$ cat src/sv/tbpbx_pkg.sv
package tbpbx_pkg;

  // Item kinds on the input channel.
  localparam logic KIND_START  = 1'b0;
  localparam logic KIND_SAMPLE = 1'b1;

  typedef enum logic [3:0] {
    PH_IDLE     = 4'b0001,
    PH_WAIT_EN  = 4'b0010,
    PH_WAIT_CLK = 4'b0100,
    PH_XFER     = 4'b1000
  } phase_t;

  typedef struct packed {
    logic       kind;
    logic [7:0] send_byte;
    logic       transmit;
    logic       clk_bit0;
    logic       clk_bit1;
    logic       partner_enable;
    logic       in_bit0;
    logic       in_bit1;
  } item_t;

  typedef struct packed {
    logic       drive_bit0;
    logic       drive_bit1;
    logic       drive_enable;
    logic       busy_res;
    logic       done_res;
    logic       aborted;
    logic [7:0] received_byte;
  } result_t;

endpackage

$ cat src/sv/tbpbx_if.sv
interface tbpbx_in_if;
  logic       valid;
  logic       ready;
  logic       kind;
  logic [7:0] send_byte;
  logic       transmit;
  logic       clk_bit0;
  logic       clk_bit1;
  logic       partner_enable;
  logic       in_bit0;
  logic       in_bit1;

  modport source (
    output valid, kind, send_byte, transmit, clk_bit0, clk_bit1,
           partner_enable, in_bit0, in_bit1,
    input  ready
  );
  modport sink (
    input  valid, kind, send_byte, transmit, clk_bit0, clk_bit1,
           partner_enable, in_bit0, in_bit1,
    output ready
  );
endinterface

interface tbpbx_out_if;
  logic       valid;
  logic       ready;
  logic       drive_bit0;
  logic       drive_bit1;
  logic       drive_enable;
  logic       busy_res;
  logic       done_res;
  logic       aborted;
  logic [7:0] received_byte;

  modport source (
    output valid, drive_bit0, drive_bit1, drive_enable, busy_res, done_res,
           aborted, received_byte,
    input  ready
  );
  modport sink (
    input  valid, drive_bit0, drive_bit1, drive_enable, busy_res, done_res,
           aborted, received_byte,
    output ready
  );
endinterface

$ cat src/sv/tbpbx_core.sv
module tbpbx_core (
  input  logic              clk,
  input  logic              rst_n,
  input  logic              en,
  input  tbpbx_pkg::item_t   item,
  output tbpbx_pkg::result_t res
);

  tbpbx_pkg::phase_t phase_r, phase_nxt;
  logic [1:0] quarter_r, quarter_nxt;
  logic       last_c0_r, last_c0_nxt;
  logic [7:0] send_hold_r, send_hold_nxt;
  logic [7:0] rx_sum_r, rx_sum_nxt;
  logic [2:0] pins_r, pins_nxt;

  logic       both_high;
  logic       do_q;
  logic [1:0] q_use;
  logic       done;
  logic       abrt;
  logic [7:0] rx;

  assign both_high = item.in_bit0 & item.in_bit1;

  always_comb begin
    phase_nxt     = phase_r;
    quarter_nxt   = quarter_r;
    last_c0_nxt   = last_c0_r;
    send_hold_nxt = send_hold_r;
    rx_sum_nxt    = rx_sum_r;
    pins_nxt      = pins_r;
    do_q          = 1'b0;
    q_use         = quarter_r;
    done          = 1'b0;
    abrt          = 1'b0;
    rx            = '0;

    case (item.kind)
      tbpbx_pkg::KIND_START: begin
        send_hold_nxt = item.send_byte;
        rx_sum_nxt    = '0;
        quarter_nxt   = '0;
        last_c0_nxt   = 1'b0;
        pins_nxt[2]   = item.transmit;
        phase_nxt     = tbpbx_pkg::PH_WAIT_EN;
      end
      default: begin
        unique case (phase_r) inside
          tbpbx_pkg::PH_WAIT_EN, tbpbx_pkg::PH_WAIT_CLK: begin
            if (phase_r == tbpbx_pkg::PH_WAIT_EN && !item.partner_enable) begin
              if (both_high) begin
                abrt      = 1'b1;
                done      = 1'b1;
                phase_nxt = tbpbx_pkg::PH_IDLE;
              end
            end else if (item.clk_bit0 || item.clk_bit1) begin
              if (both_high) begin
                abrt      = 1'b1;
                done      = 1'b1;
                phase_nxt = tbpbx_pkg::PH_IDLE;
              end else begin
                phase_nxt = tbpbx_pkg::PH_WAIT_CLK;
              end
            end else begin
              // Clock is at 00: the first quarter starts on this item.
              phase_nxt   = tbpbx_pkg::PH_XFER;
              quarter_nxt = '0;
              q_use       = '0;
              do_q        = 1'b1;
            end
          end
          tbpbx_pkg::PH_XFER: begin
            if (item.clk_bit0 != last_c0_r) begin
              quarter_nxt = {item.clk_bit1, item.clk_bit0};
              q_use       = {item.clk_bit1, item.clk_bit0};
              if (q_use == 2'd0) begin
                done        = 1'b1;
                rx          = rx_sum_r;
                pins_nxt[2] = 1'b0;
                phase_nxt   = tbpbx_pkg::PH_IDLE;
              end else begin
                do_q = 1'b1;
              end
            end
          end
          default: begin
          end
        endcase
      end
    endcase

    // Drive the pair for this quarter and fold the received pair into the sum.
    if (do_q) begin
      pins_nxt[1:0] = send_hold_r[{q_use, 1'b0} +: 2];
      if (item.partner_enable) begin
        rx_sum_nxt = rx_sum_r + ({6'd0, item.in_bit1, item.in_bit0} << {q_use, 1'b0});
      end
      last_c0_nxt = item.clk_bit0;
    end
  end

  always_ff @(posedge clk) begin
    if (!rst_n) begin
      phase_r     <= tbpbx_pkg::PH_IDLE;
      quarter_r   <= '0;
      last_c0_r   <= 1'b0;
      send_hold_r <= '0;
      rx_sum_r    <= '0;
      pins_r      <= '0;
    end else if (en) begin
      phase_r     <= phase_nxt;
      quarter_r   <= quarter_nxt;
      last_c0_r   <= last_c0_nxt;
      send_hold_r <= send_hold_nxt;
      rx_sum_r    <= rx_sum_nxt;
      pins_r      <= pins_nxt;
    end
  end

  always_comb begin
    res.drive_bit0    = pins_nxt[0];
    res.drive_bit1    = pins_nxt[1];
    res.drive_enable  = pins_nxt[2];
    res.busy_res      = (phase_nxt != tbpbx_pkg::PH_IDLE);
    res.done_res      = done;
    res.aborted       = abrt;
    res.received_byte = rx;
  end

`ifndef SYNTHESIS
  a_done_goes_idle: assert property (@(posedge clk) disable iff (!rst_n)
    en && res.done_res |=> phase_r == tbpbx_pkg::PH_IDLE)
    else $error("exchange ended but block did not return to idle");

  a_start_clears: assert property (@(posedge clk) disable iff (!rst_n)
    en && item.kind == tbpbx_pkg::KIND_START
    |=> phase_r == tbpbx_pkg::PH_WAIT_EN && rx_sum_r == 8'd0 && quarter_r == 2'd0)
    else $error("start item did not reset the exchange");

  a_abort_clean: assert property (@(posedge clk) disable iff (!rst_n)
    en && res.aborted |-> res.done_res && res.received_byte == 8'd0)
    else $error("aborted exchange reported data or no end");

  a_idle_sample_holds: assert property (@(posedge clk) disable iff (!rst_n)
    en && item.kind == tbpbx_pkg::KIND_SAMPLE && phase_r == tbpbx_pkg::PH_IDLE
    |=> phase_r == tbpbx_pkg::PH_IDLE && $stable(pins_r) && $stable(rx_sum_r))
    else $error("sample while idle changed state");
`endif

endmodule

$ cat src/sv/two_bit_parallel_byte_exchange.sv
// Channel  Dir  Handshake     Payload
// in_ch    in   valid/ready   kind, send_byte, transmit, clk_bit0/1, partner_enable, in_bit0/1
// out_ch   out  valid/ready   drive_bit0/1, drive_enable, busy_res, done_res, aborted,
//                             received_byte
//
// One item is accepted per cycle unless both registers are full.
// An input register feeds the protocol step, whose result lands in the output register.
// Reset (rst_n low, synchronous) returns the exchange to idle with its pin state cleared.
// A stalled output holds its result; the input keeps accepting until both registers fill.
module two_bit_parallel_byte_exchange (
  input logic          clk,
  input logic          rst_n,
  tbpbx_in_if.sink     in_ch,
  tbpbx_out_if.source  out_ch
);

  logic                s1_valid_r;
  tbpbx_pkg::item_t    s1_item_r;
  logic                out_valid_r;
  tbpbx_pkg::result_t  out_res_r;
  tbpbx_pkg::result_t  core_res;

  logic out_free;
  logic s1_fire;
  logic in_fire;

  assign out_free    = !out_valid_r || out_ch.ready;
  assign s1_fire     = s1_valid_r && out_free;
  assign in_ch.ready = !s1_valid_r || out_free;
  assign in_fire     = in_ch.valid && in_ch.ready;

  always_ff @(posedge clk) begin
    if (!rst_n) begin
      s1_valid_r  <= 1'b0;
      out_valid_r <= 1'b0;
    end else begin
      if (in_ch.ready) begin
        s1_valid_r <= in_ch.valid;
      end
      if (out_free) begin
        out_valid_r <= s1_valid_r;
      end
    end
  end

  always_ff @(posedge clk) begin
    if (in_fire) begin
      s1_item_r.kind           <= in_ch.kind;
      s1_item_r.send_byte      <= in_ch.send_byte;
      s1_item_r.transmit       <= in_ch.transmit;
      s1_item_r.clk_bit0       <= in_ch.clk_bit0;
      s1_item_r.clk_bit1       <= in_ch.clk_bit1;
      s1_item_r.partner_enable <= in_ch.partner_enable;
      s1_item_r.in_bit0        <= in_ch.in_bit0;
      s1_item_r.in_bit1        <= in_ch.in_bit1;
    end
    if (s1_fire) begin
      out_res_r <= core_res;
    end
  end

  tbpbx_core u_core (
    .clk   (clk),
    .rst_n (rst_n),
    .en    (s1_fire),
    .item  (s1_item_r),
    .res   (core_res)
  );

  assign out_ch.valid         = out_valid_r;
  assign out_ch.drive_bit0    = out_res_r.drive_bit0;
  assign out_ch.drive_bit1    = out_res_r.drive_bit1;
  assign out_ch.drive_enable  = out_res_r.drive_enable;
  assign out_ch.busy_res      = out_res_r.busy_res;
  assign out_ch.done_res      = out_res_r.done_res;
  assign out_ch.aborted       = out_res_r.aborted;
  assign out_ch.received_byte = out_res_r.received_byte;

endmodule
$ cat src/flat_wrapper.sv
// flat-port wrapper written by rule: the top's interface ports become plain ports
module two_bit_parallel_byte_exchange_flat 
  (clk, rst_n, in_ch_valid, in_ch_kind, in_ch_send_byte, in_ch_transmit, in_ch_clk_bit0, in_ch_clk_bit1, in_ch_partner_enable, in_ch_in_bit0, in_ch_in_bit1, in_ch_ready, out_ch_valid, out_ch_drive_bit0, out_ch_drive_bit1, out_ch_drive_enable, out_ch_busy_res, out_ch_done_res, out_ch_aborted, out_ch_received_byte, out_ch_ready);
  tbpbx_in_if in_ch_i ();
  tbpbx_out_if out_ch_i ();
  input logic clk;
  input logic rst_n;
  input wire logic [$bits(in_ch_i.valid)-1:0] in_ch_valid;
  input wire logic [$bits(in_ch_i.kind)-1:0] in_ch_kind;
  input wire logic [$bits(in_ch_i.send_byte)-1:0] in_ch_send_byte;
  input wire logic [$bits(in_ch_i.transmit)-1:0] in_ch_transmit;
  input wire logic [$bits(in_ch_i.clk_bit0)-1:0] in_ch_clk_bit0;
  input wire logic [$bits(in_ch_i.clk_bit1)-1:0] in_ch_clk_bit1;
  input wire logic [$bits(in_ch_i.partner_enable)-1:0] in_ch_partner_enable;
  input wire logic [$bits(in_ch_i.in_bit0)-1:0] in_ch_in_bit0;
  input wire logic [$bits(in_ch_i.in_bit1)-1:0] in_ch_in_bit1;
  output wire logic [$bits(in_ch_i.ready)-1:0] in_ch_ready;
  output wire logic [$bits(out_ch_i.valid)-1:0] out_ch_valid;
  output wire logic [$bits(out_ch_i.drive_bit0)-1:0] out_ch_drive_bit0;
  output wire logic [$bits(out_ch_i.drive_bit1)-1:0] out_ch_drive_bit1;
  output wire logic [$bits(out_ch_i.drive_enable)-1:0] out_ch_drive_enable;
  output wire logic [$bits(out_ch_i.busy_res)-1:0] out_ch_busy_res;
  output wire logic [$bits(out_ch_i.done_res)-1:0] out_ch_done_res;
  output wire logic [$bits(out_ch_i.aborted)-1:0] out_ch_aborted;
  output wire logic [$bits(out_ch_i.received_byte)-1:0] out_ch_received_byte;
  input wire logic [$bits(out_ch_i.ready)-1:0] out_ch_ready;
  assign in_ch_i.valid = in_ch_valid;
  assign in_ch_i.kind = in_ch_kind;
  assign in_ch_i.send_byte = in_ch_send_byte;
  assign in_ch_i.transmit = in_ch_transmit;
  assign in_ch_i.clk_bit0 = in_ch_clk_bit0;
  assign in_ch_i.clk_bit1 = in_ch_clk_bit1;
  assign in_ch_i.partner_enable = in_ch_partner_enable;
  assign in_ch_i.in_bit0 = in_ch_in_bit0;
  assign in_ch_i.in_bit1 = in_ch_in_bit1;
  assign in_ch_ready = in_ch_i.ready;
  assign out_ch_valid = out_ch_i.valid;
  assign out_ch_drive_bit0 = out_ch_i.drive_bit0;
  assign out_ch_drive_bit1 = out_ch_i.drive_bit1;
  assign out_ch_drive_enable = out_ch_i.drive_enable;
  assign out_ch_busy_res = out_ch_i.busy_res;
  assign out_ch_done_res = out_ch_i.done_res;
  assign out_ch_aborted = out_ch_i.aborted;
  assign out_ch_received_byte = out_ch_i.received_byte;
  assign out_ch_i.ready = out_ch_ready;
  two_bit_parallel_byte_exchange u_core (.clk(clk), .rst_n(rst_n), .in_ch(in_ch_i), .out_ch(out_ch_i));
endmodule
$ cat config.mk
export PLATFORM = sky130hd
export DESIGN_NAME = two_bit_parallel_byte_exchange_flat
export DESIGN_NICKNAME = d
export VERILOG_FILES = /design/src/sv/tbpbx_pkg.sv /design/src/sv/tbpbx_if.sv /design/src/sv/tbpbx_core.sv /design/src/sv/two_bit_parallel_byte_exchange.sv /design/src/flat_wrapper.sv
export SDC_FILE = /design/constraint.sdc
export NUM_CORES = 1
export LEC_CHECK = 0
export ABC_AREA = 0
export BUFFER_PORTS_ARGS = -buffer_cell sky130_fd_sc_hd__buf_2
export CAP_MARGIN = 20
export CORE_UTILIZATION = 52
export DETAILED_ROUTE_END_ITERATION = 16
export PLACE_DENSITY = 0.76
export RECOVER_POWER = 50
export SETUP_SLACK_MARGIN = 0.4
export SLEW_MARGIN = 20
export SYNTH_ARGS = -nofsm -noshare
export SYNTH_HDL_FRONTEND = slang
export SYNTH_SLANG_ARGS = --single-unit
export TNS_END_PERCENT = 1
$ cat constraint.sdc
create_clock -name clk -period 3.4 [get_ports clk]
set_input_delay 0.68 -clock clk [delete_from_list [all_inputs] [get_ports clk]]
set_output_delay 0.68 -clock clk [all_outputs]
set_load 0.05 [all_outputs]
==> results.toml, run 1 <==
[layout]
insertedDiodeCount = 0
fin_util_pct = 65.5
drive_gt1_share_pct = 22.6
fin_area_mm2 = 0.00333
syn_to_final_growth_pct = 21.6
final_nets = 350
layoutNonFillerInstCount = 398

[cts]
cts_tree = "yes"
cts-buffers-inserted = 9
cts_sinks = 57
cts_hold_buf = 0
path_clk_slew_ns = 0.06
cts_buffer_depth = 2
ctsRootBufferMaster = "clkbuf_8"
clock_latency_ns = 0.34
h-tree-depth = 3

[timing]
slew_viol_final = 0
worst_pin_slew_ns = 0.973
hold_ws_ns = 0.464
finalSetupViolCount = 0
rsz0062_at_grt = "yes"
min_period_ns = 3.39
period_share_pct = 99.6
fin_worst_skew_ns = 0.00378
hold_violations = 0
fmax_ghz = 0.295
slew_headroom_pct = 35.1

[floorplan]
die-width_um = 74.5
start_util_pct = 53.9
die_y_um = 74.5
boundaryPins = 35
dieArea_mm2 = 0.00555
rows = 26
coreArea_mm2 = 0.00507

[worst_setup_path]
start_kind = "flip-flop"
worstPathMaxFanout = 5
required_ns = 3.66
r2r_start = "u_core.u_core.phase_r[0]$_SDFFE_PN1P_"
crit_start = "u_core.u_core.phase_r[0]$_SDFFE_PN1P_"
cp.arrival_ns = 3.65
critPathKind = "flip-flop to flip-flop"
end_kind = "flip-flop"

[synth]
synthArstFlopShare_pct = 0
syn_avg_cell_area_um2 = 10.2
synth_seq_cells = 57
synth_seq_area_share_pct = 52.4
syn_inst = 267
ys_warn_count = 0
ys.flop_type = "edfxtp_1"
syn_area_mm2 = 0.00273
synth_nets = 294
yosysUniqueCellTypes = 48
synth-edff-count = 29

[grt]
grt_pass1_wl_mm = 8.94
gr-total-overflow = 0
grt_pass1_vias = 1975
grtUsageTotal_pct = 22.5
antenna_found_initial = 0
grt_max_degree = 32

[power_and_ir_drop]
clkPwrFrac_pct = 39.8
ir_worst_vdd_mv = 0.300
combPwrFrac_pct = 7.5
switching_share_pct = 23.6
pwr_density_cell_mw_per_mm2 = 434
finalPower_mw = 1.44
p_int_mw = 1.10
switchingPower_uw = 341
leakage_nw = 1.27
seq_power_share_pct = 52.7

[run_status]
status = "completed"

[routing]
first_pass_iters = 5
ant_nets = 0
wire_per_inst_um = 14.1
drc = 0
wl_mm = 5.62
vias = 2157
drtIter0Drc = 111
via_per_inst = 5.42

[placement]
gp_congestion = 0.828
port_buffers = 34
dp_hpwl_mm = 3.88
dp.cells = 378
place_area_mm2 = 0.00307

[min_path]
min_from = "u_core.u_core.send_hold_r[3]$_SDFFE_PN0P_"
hold_class = "flip-flop to flip-flop"

[flow_run]
max-cap-violations = 0
synth_stat cells, types with 6 or more instances:
master | instances | area [um^2]
nor3_1 | 6 | 30.0
nand2_1 | 40 | 150
and3_1 | 9 | 56.3
edfxtp_1 | 29 | 871
nor2_1 | 17 | 63.8
o21ai_0 | 11 | 55.1
a21oi_1 | 14 | 70.1
dfxtp_1 | 28 | 561
ha_1 | 7 | 87.6
a21boi_0 | 10 | 75.1
nor2b_1 | 15 | 93.8
clkbuf_1 | 7 | 26.3
a22oi_1 | 6 | 45.0
state kept, by name, summed over array words and instances, names as in the netlist:
name / flops
u_core.out_ch.busy_res: 1
u_core.u_core.phase_r: 4
u_core.s1_item_r: 15
u_core.out_ch.valid: 1
u_core.out_ch.received_byte: 8
u_core.u_core.last_c0_r: 1
u_core.out_ch.drive_bit1: 1
u_core.out_ch.done_res: 1
u_core.u_core.send_hold_r: 8
u_core.u_core.pins_r: 3
u_core.out_ch.drive_bit0: 1
u_core.s1_valid_r: 1
u_core.u_core.rx_sum_r: 8
u_core.out_ch.aborted: 1
u_core.u_core.quarter_r: 2
u_core.out_ch.drive_enable: 1
power by group through the flow:
| stage | registers [mW] | clock network (mW) | logic [mW] |
|---|---|---|---|
| 5_1_grt | 0.764 | 0.612 | 0.118 |
| 6_report | 0.761 | 0.574 | 0.108 |
| 3_5_place_dp | 0.774 | 0 | 0.108 |
| 2_1_floorplan | 0.797 | 0 | 0.0471 |
| 4_1_cts | 0.760 | 0.586 | 0.109 |
| 3_3_place_gp | 0.773 | 0 | 0.106 |
stage by stage:
stage          setup slack [ns]  setup TNS (ns)
6_report                 0.0127               0
5_1_grt                  -0.180          -0.180
4_1_cts                  0.0505               0
3_5_place_dp            0.00413               0
3_3_place_gp             0.0900               0
2_1_floorplan           -0.0125         -0.0125
timing repair:
item	4_1_cts	5_1_grt
pin swaps	4	11
setup endpoints to repair	4	6
setup buffers	1	2
hold endpoints to repair	0	0
gates cloned	1	0
gates resized for setup	2	15
per-layer routing:
layer / up-vias / global-route usage, % / part of all wire, %
li1: 1073 / - / -
met1: 995 / 26.2 / 44
met2: 71 / 35.9 / 48
met3: 18 / 6.10 / 4.2
met4: 0 / 15.5 / 3.6
met5: - / 0 / 0
critical path, cell delays in order, from the launching register on:
cell      delay [ns]
dfxtp_2         0.33
or4b_4          0.59
o21a_1          0.22
a221oi_4        0.25
nand2_1         0.10
or2_4           0.23
inv_1           0.05
ha_1            0.21
a21o_1          0.20
a221o_1         0.33
nor4_2          0.17
nor3_1          0.09
xnor2_1         0.25
nor3b_2         0.08
a211oi_1        0.20
worst paths after layout:
kind / end / slack [ns] / depth (start not counted)
hold / removal: u_core.u_core.send_hold_r[3]$_SDFFE_PN0P_ / 0.46 / 2
setup / recovery: u_core.u_core.rx_sum_r[7]$_SDFFE_PN0P_ / 0.01 / 14
hold reg to reg: u_core.u_core.send_hold_r[3]$_SDFFE_PN0P_ / 0.46 / 2
setup reg to reg: u_core.u_core.rx_sum_r[7]$_SDFFE_PN0P_ / 0.01 / 14
final cells by class:
class	instances	area, um^2
fillers	417	1750
flip-flops and latches	57	1430
multi-input cells	195	1300
repair buffers	53	298
clock buffers	13	169
well taps	70	87.6
inverters	7	26.3
clock inverters	3	15.0
logic make-up after synthesis:
group	Yosys count	synth area share, %
multiplexers	6	2.29
buffers and inverters	16	2.52
adder cells (fa/ha/maj)	8	3.94
flip-flops	57	52.4
AND/OR/NAND/NOR	113	21.4
AO/OA/AOI/OAI	60	15.2
XOR/XNOR	7	2.24
layout by cell type, fill, tap and decap left out, types with 4 or more instances in the layout:
| master | instances |
|---|---|
| ha_1 | 6 |
| buf_4 | 18 |
| nor2b_1 | 15 |
| nor3_1 | 6 |
| a21oi_1 | 13 |
| nand2_1 | 39 |
| o21ai_0 | 9 |
| clkbuf_8 | 12 |
| xnor2_1 | 5 |
| mux2i_1 | 4 |
| dfxtp_1 | 26 |
| nor2_1 | 16 |
| nand2b_1 | 5 |
| and3_1 | 9 |
| inv_1 | 5 |
| edfxtp_1 | 29 |
| buf_2 | 19 |
| a22oi_1 | 6 |
| a21boi_0 | 10 |
| clkbuf_1 | 16 |
Power figures use the tool's default switching activity.
==> run 2: changes to the inputs <==
Clock period 3.4 ns to 3.08 ns, I/O delays scaled along.
==> results.toml, run 2 (same netlist as run 1, synthesis figures left out) <==
[cts]
h-tree-depth = 3
cts_sinks = 57
path_clk_slew_ns = 0.06
cts-buffers-inserted = 9
ctsRootBufferMaster = "clkbuf_8"
clock_latency_ns = 0.34
cts_buffer_depth = 2
cts_tree = "yes"

[grt]
grt_pass1_vias = 2027
grtUsageTotal_pct = 23.5
grt_max_degree = 32
top_usage_layer = "met2"
gr-total-overflow = 0
use_met1_pct = 27.1
grt_pass1_wl_mm = 9.28
antenna_found_initial = 0
grtUsageMet3_pct = 8.13
use_met2_pct = 38.1

[routing]
drc = 0
first_pass_iters = 4
via_per_inst = 5.36
wire_per_inst_um = 14.1
wl_mm = 5.81
vias = 2209
drtIter0Drc = 165
ant_nets = 0

[run_status]
violations = "setup timing"
status = "finished with violations"

[timing]
rsz0062_at_grt = "yes"
slew_headroom_pct = 34.1
fin_worst_skew_ns = 0.00815
hold_violations = 0
slew_viol_final = 0
period_share_pct = 109
worst_pin_slew_ns = 0.988
finalSetupTns_ns = -0.371
finalSetupViolCount = 2
setup_slack_ns = -0.273
fmax_ghz = 0.298
min_period_ns = 3.35

[floorplan]
start_util_pct = 53.9
boundaryPins = 35
die_y_um = 74.5
dieArea_mm2 = 0.00555
rows = 26
coreArea_mm2 = 0.00507
die-width_um = 74.5

[layout]
regMostFlops = "u_core.s1_item_r"
final_nets = 364
fillers = 405
syn_to_final_growth_pct = 25.7
largest_reg_flops = 15
fin_util_pct = 67.7
mostFrequentLayoutCell = "nand2_1"
drive_gt1_share_pct = 25.7
insertedDiodeCount = 0
final_cell_mix = "39 x nand2_1, 32 x buf_4, 29 x edfxtp_1, 27 x dfxtp_1, 20 x buf_2"

[placement]
gp_congestion = 0.846
port_buffers = 34
dp_hpwl_mm = 4.02

[worst_setup_path]
required_ns = 3.34
start_kind = "flip-flop"
end_kind = "flip-flop"
cp.arrival_ns = 3.61
critPathKind = "flip-flop to flip-flop"
worstPathMaxFanout = 4

[flow_run]
max-cap-violations = 0

[power_and_ir_drop]
finalPower_mw = 1.60
pwr_density_cell_mw_per_mm2 = 466
ir_worst_vdd_mv = 0.306
leakage_nw = 1.34

[min_path]
hold_class = "input port to flip-flop"
run 2: layer usage:
metal / up-vias / routed length [um]
li1: 1096 / -
met4: 0 / 139
met3: 15 / 363
met2: 91 / 2860
met5: - / 0
met1: 1007 / 2450
run 2: critical path: stages (launching register included):
cell      delay [ns]
dfxtp_2         0.32
or4b_4          0.57
o21a_1          0.22
a221oi_4        0.25
buf_6           0.15
nand2_2         0.07
nor2b_2         0.15
ha_1            0.26
and3_1          0.17
a221o_1         0.32
nor4_2          0.16
nor3_1          0.10
xnor2_1         0.27
nor3b_2         0.08
a211oi_1        0.16
run 2: where the power goes:
part | internal, mW | switching (mW) | leakage (nW)
Sequential | 0.826 | 0.0121 | 0.506
Clock | 0.365 | 0.272 | 0.0922
Combinational | 0.0415 | 0.0853 | 0.738
Total | 1.23 | 0.369 | 1.34
run 2: timing repair:
action / in CTS / in global routing
gates cloned: 0 / 0
gates resized for setup: 8 / 7
pin swaps: 11 / 4
setup endpoints to repair: 7 / 7
hold buffers: 0 / 0
buffers inserted: 5 / 0
hold endpoints to repair: 0 / 0
run 2: cell type report:
| type | count | area (um^2) | share of cell area, % |
|---|---|---|---|
| multi-input cells | 194 | 1290 | 37.4 |
| well taps | 70 | 87.6 | 2.55 |
| clock inverters | 5 | 47.5 | 1.38 |
| inverters | 7 | 26.3 | 0.765 |
| repair buffers | 68 | 424 | 12.3 |
| clock buffers | 11 | 131 | 3.82 |
| flip-flops and latches | 57 | 1430 | 41.7 |
run 2: path summary, 6_finish.rpt:
kind / to / slack (ns) / startpoint / depth (start not counted)
max: u_core.u_core.rx_sum_r[7]$_SDFFE_PN0P_ / -0.27 / u_core.u_core.phase_r[2]$_SDFFE_PN0P_ / 14
min reg2reg: u_core.u_core.send_hold_r[5]$_SDFFE_PN0P_ / 0.46 / u_core.u_core.send_hold_r[5]$_SDFFE_PN0P_ / 2
max reg2reg: u_core.u_core.rx_sum_r[7]$_SDFFE_PN0P_ / -0.27 / u_core.u_core.phase_r[2]$_SDFFE_PN0P_ / 14
min: u_core.s1_item_r[8]$_DFFE_PP_ / 0.45 / in_ch_send_byte[2] / 1
run 2: per-stage QoR:
step                cell area (um^2)  std cells  hold slack (ns)  setup WS [ns]
floorplan                       2740        267            0.443         -0.333
global placement                3170        391            0.451         -0.190
detailed placement              3170        391            0.457         -0.351
CTS                             3430        412            0.434         -0.213
global route                    3440        412            0.430         -0.438
finish                          3440        412            0.445         -0.273
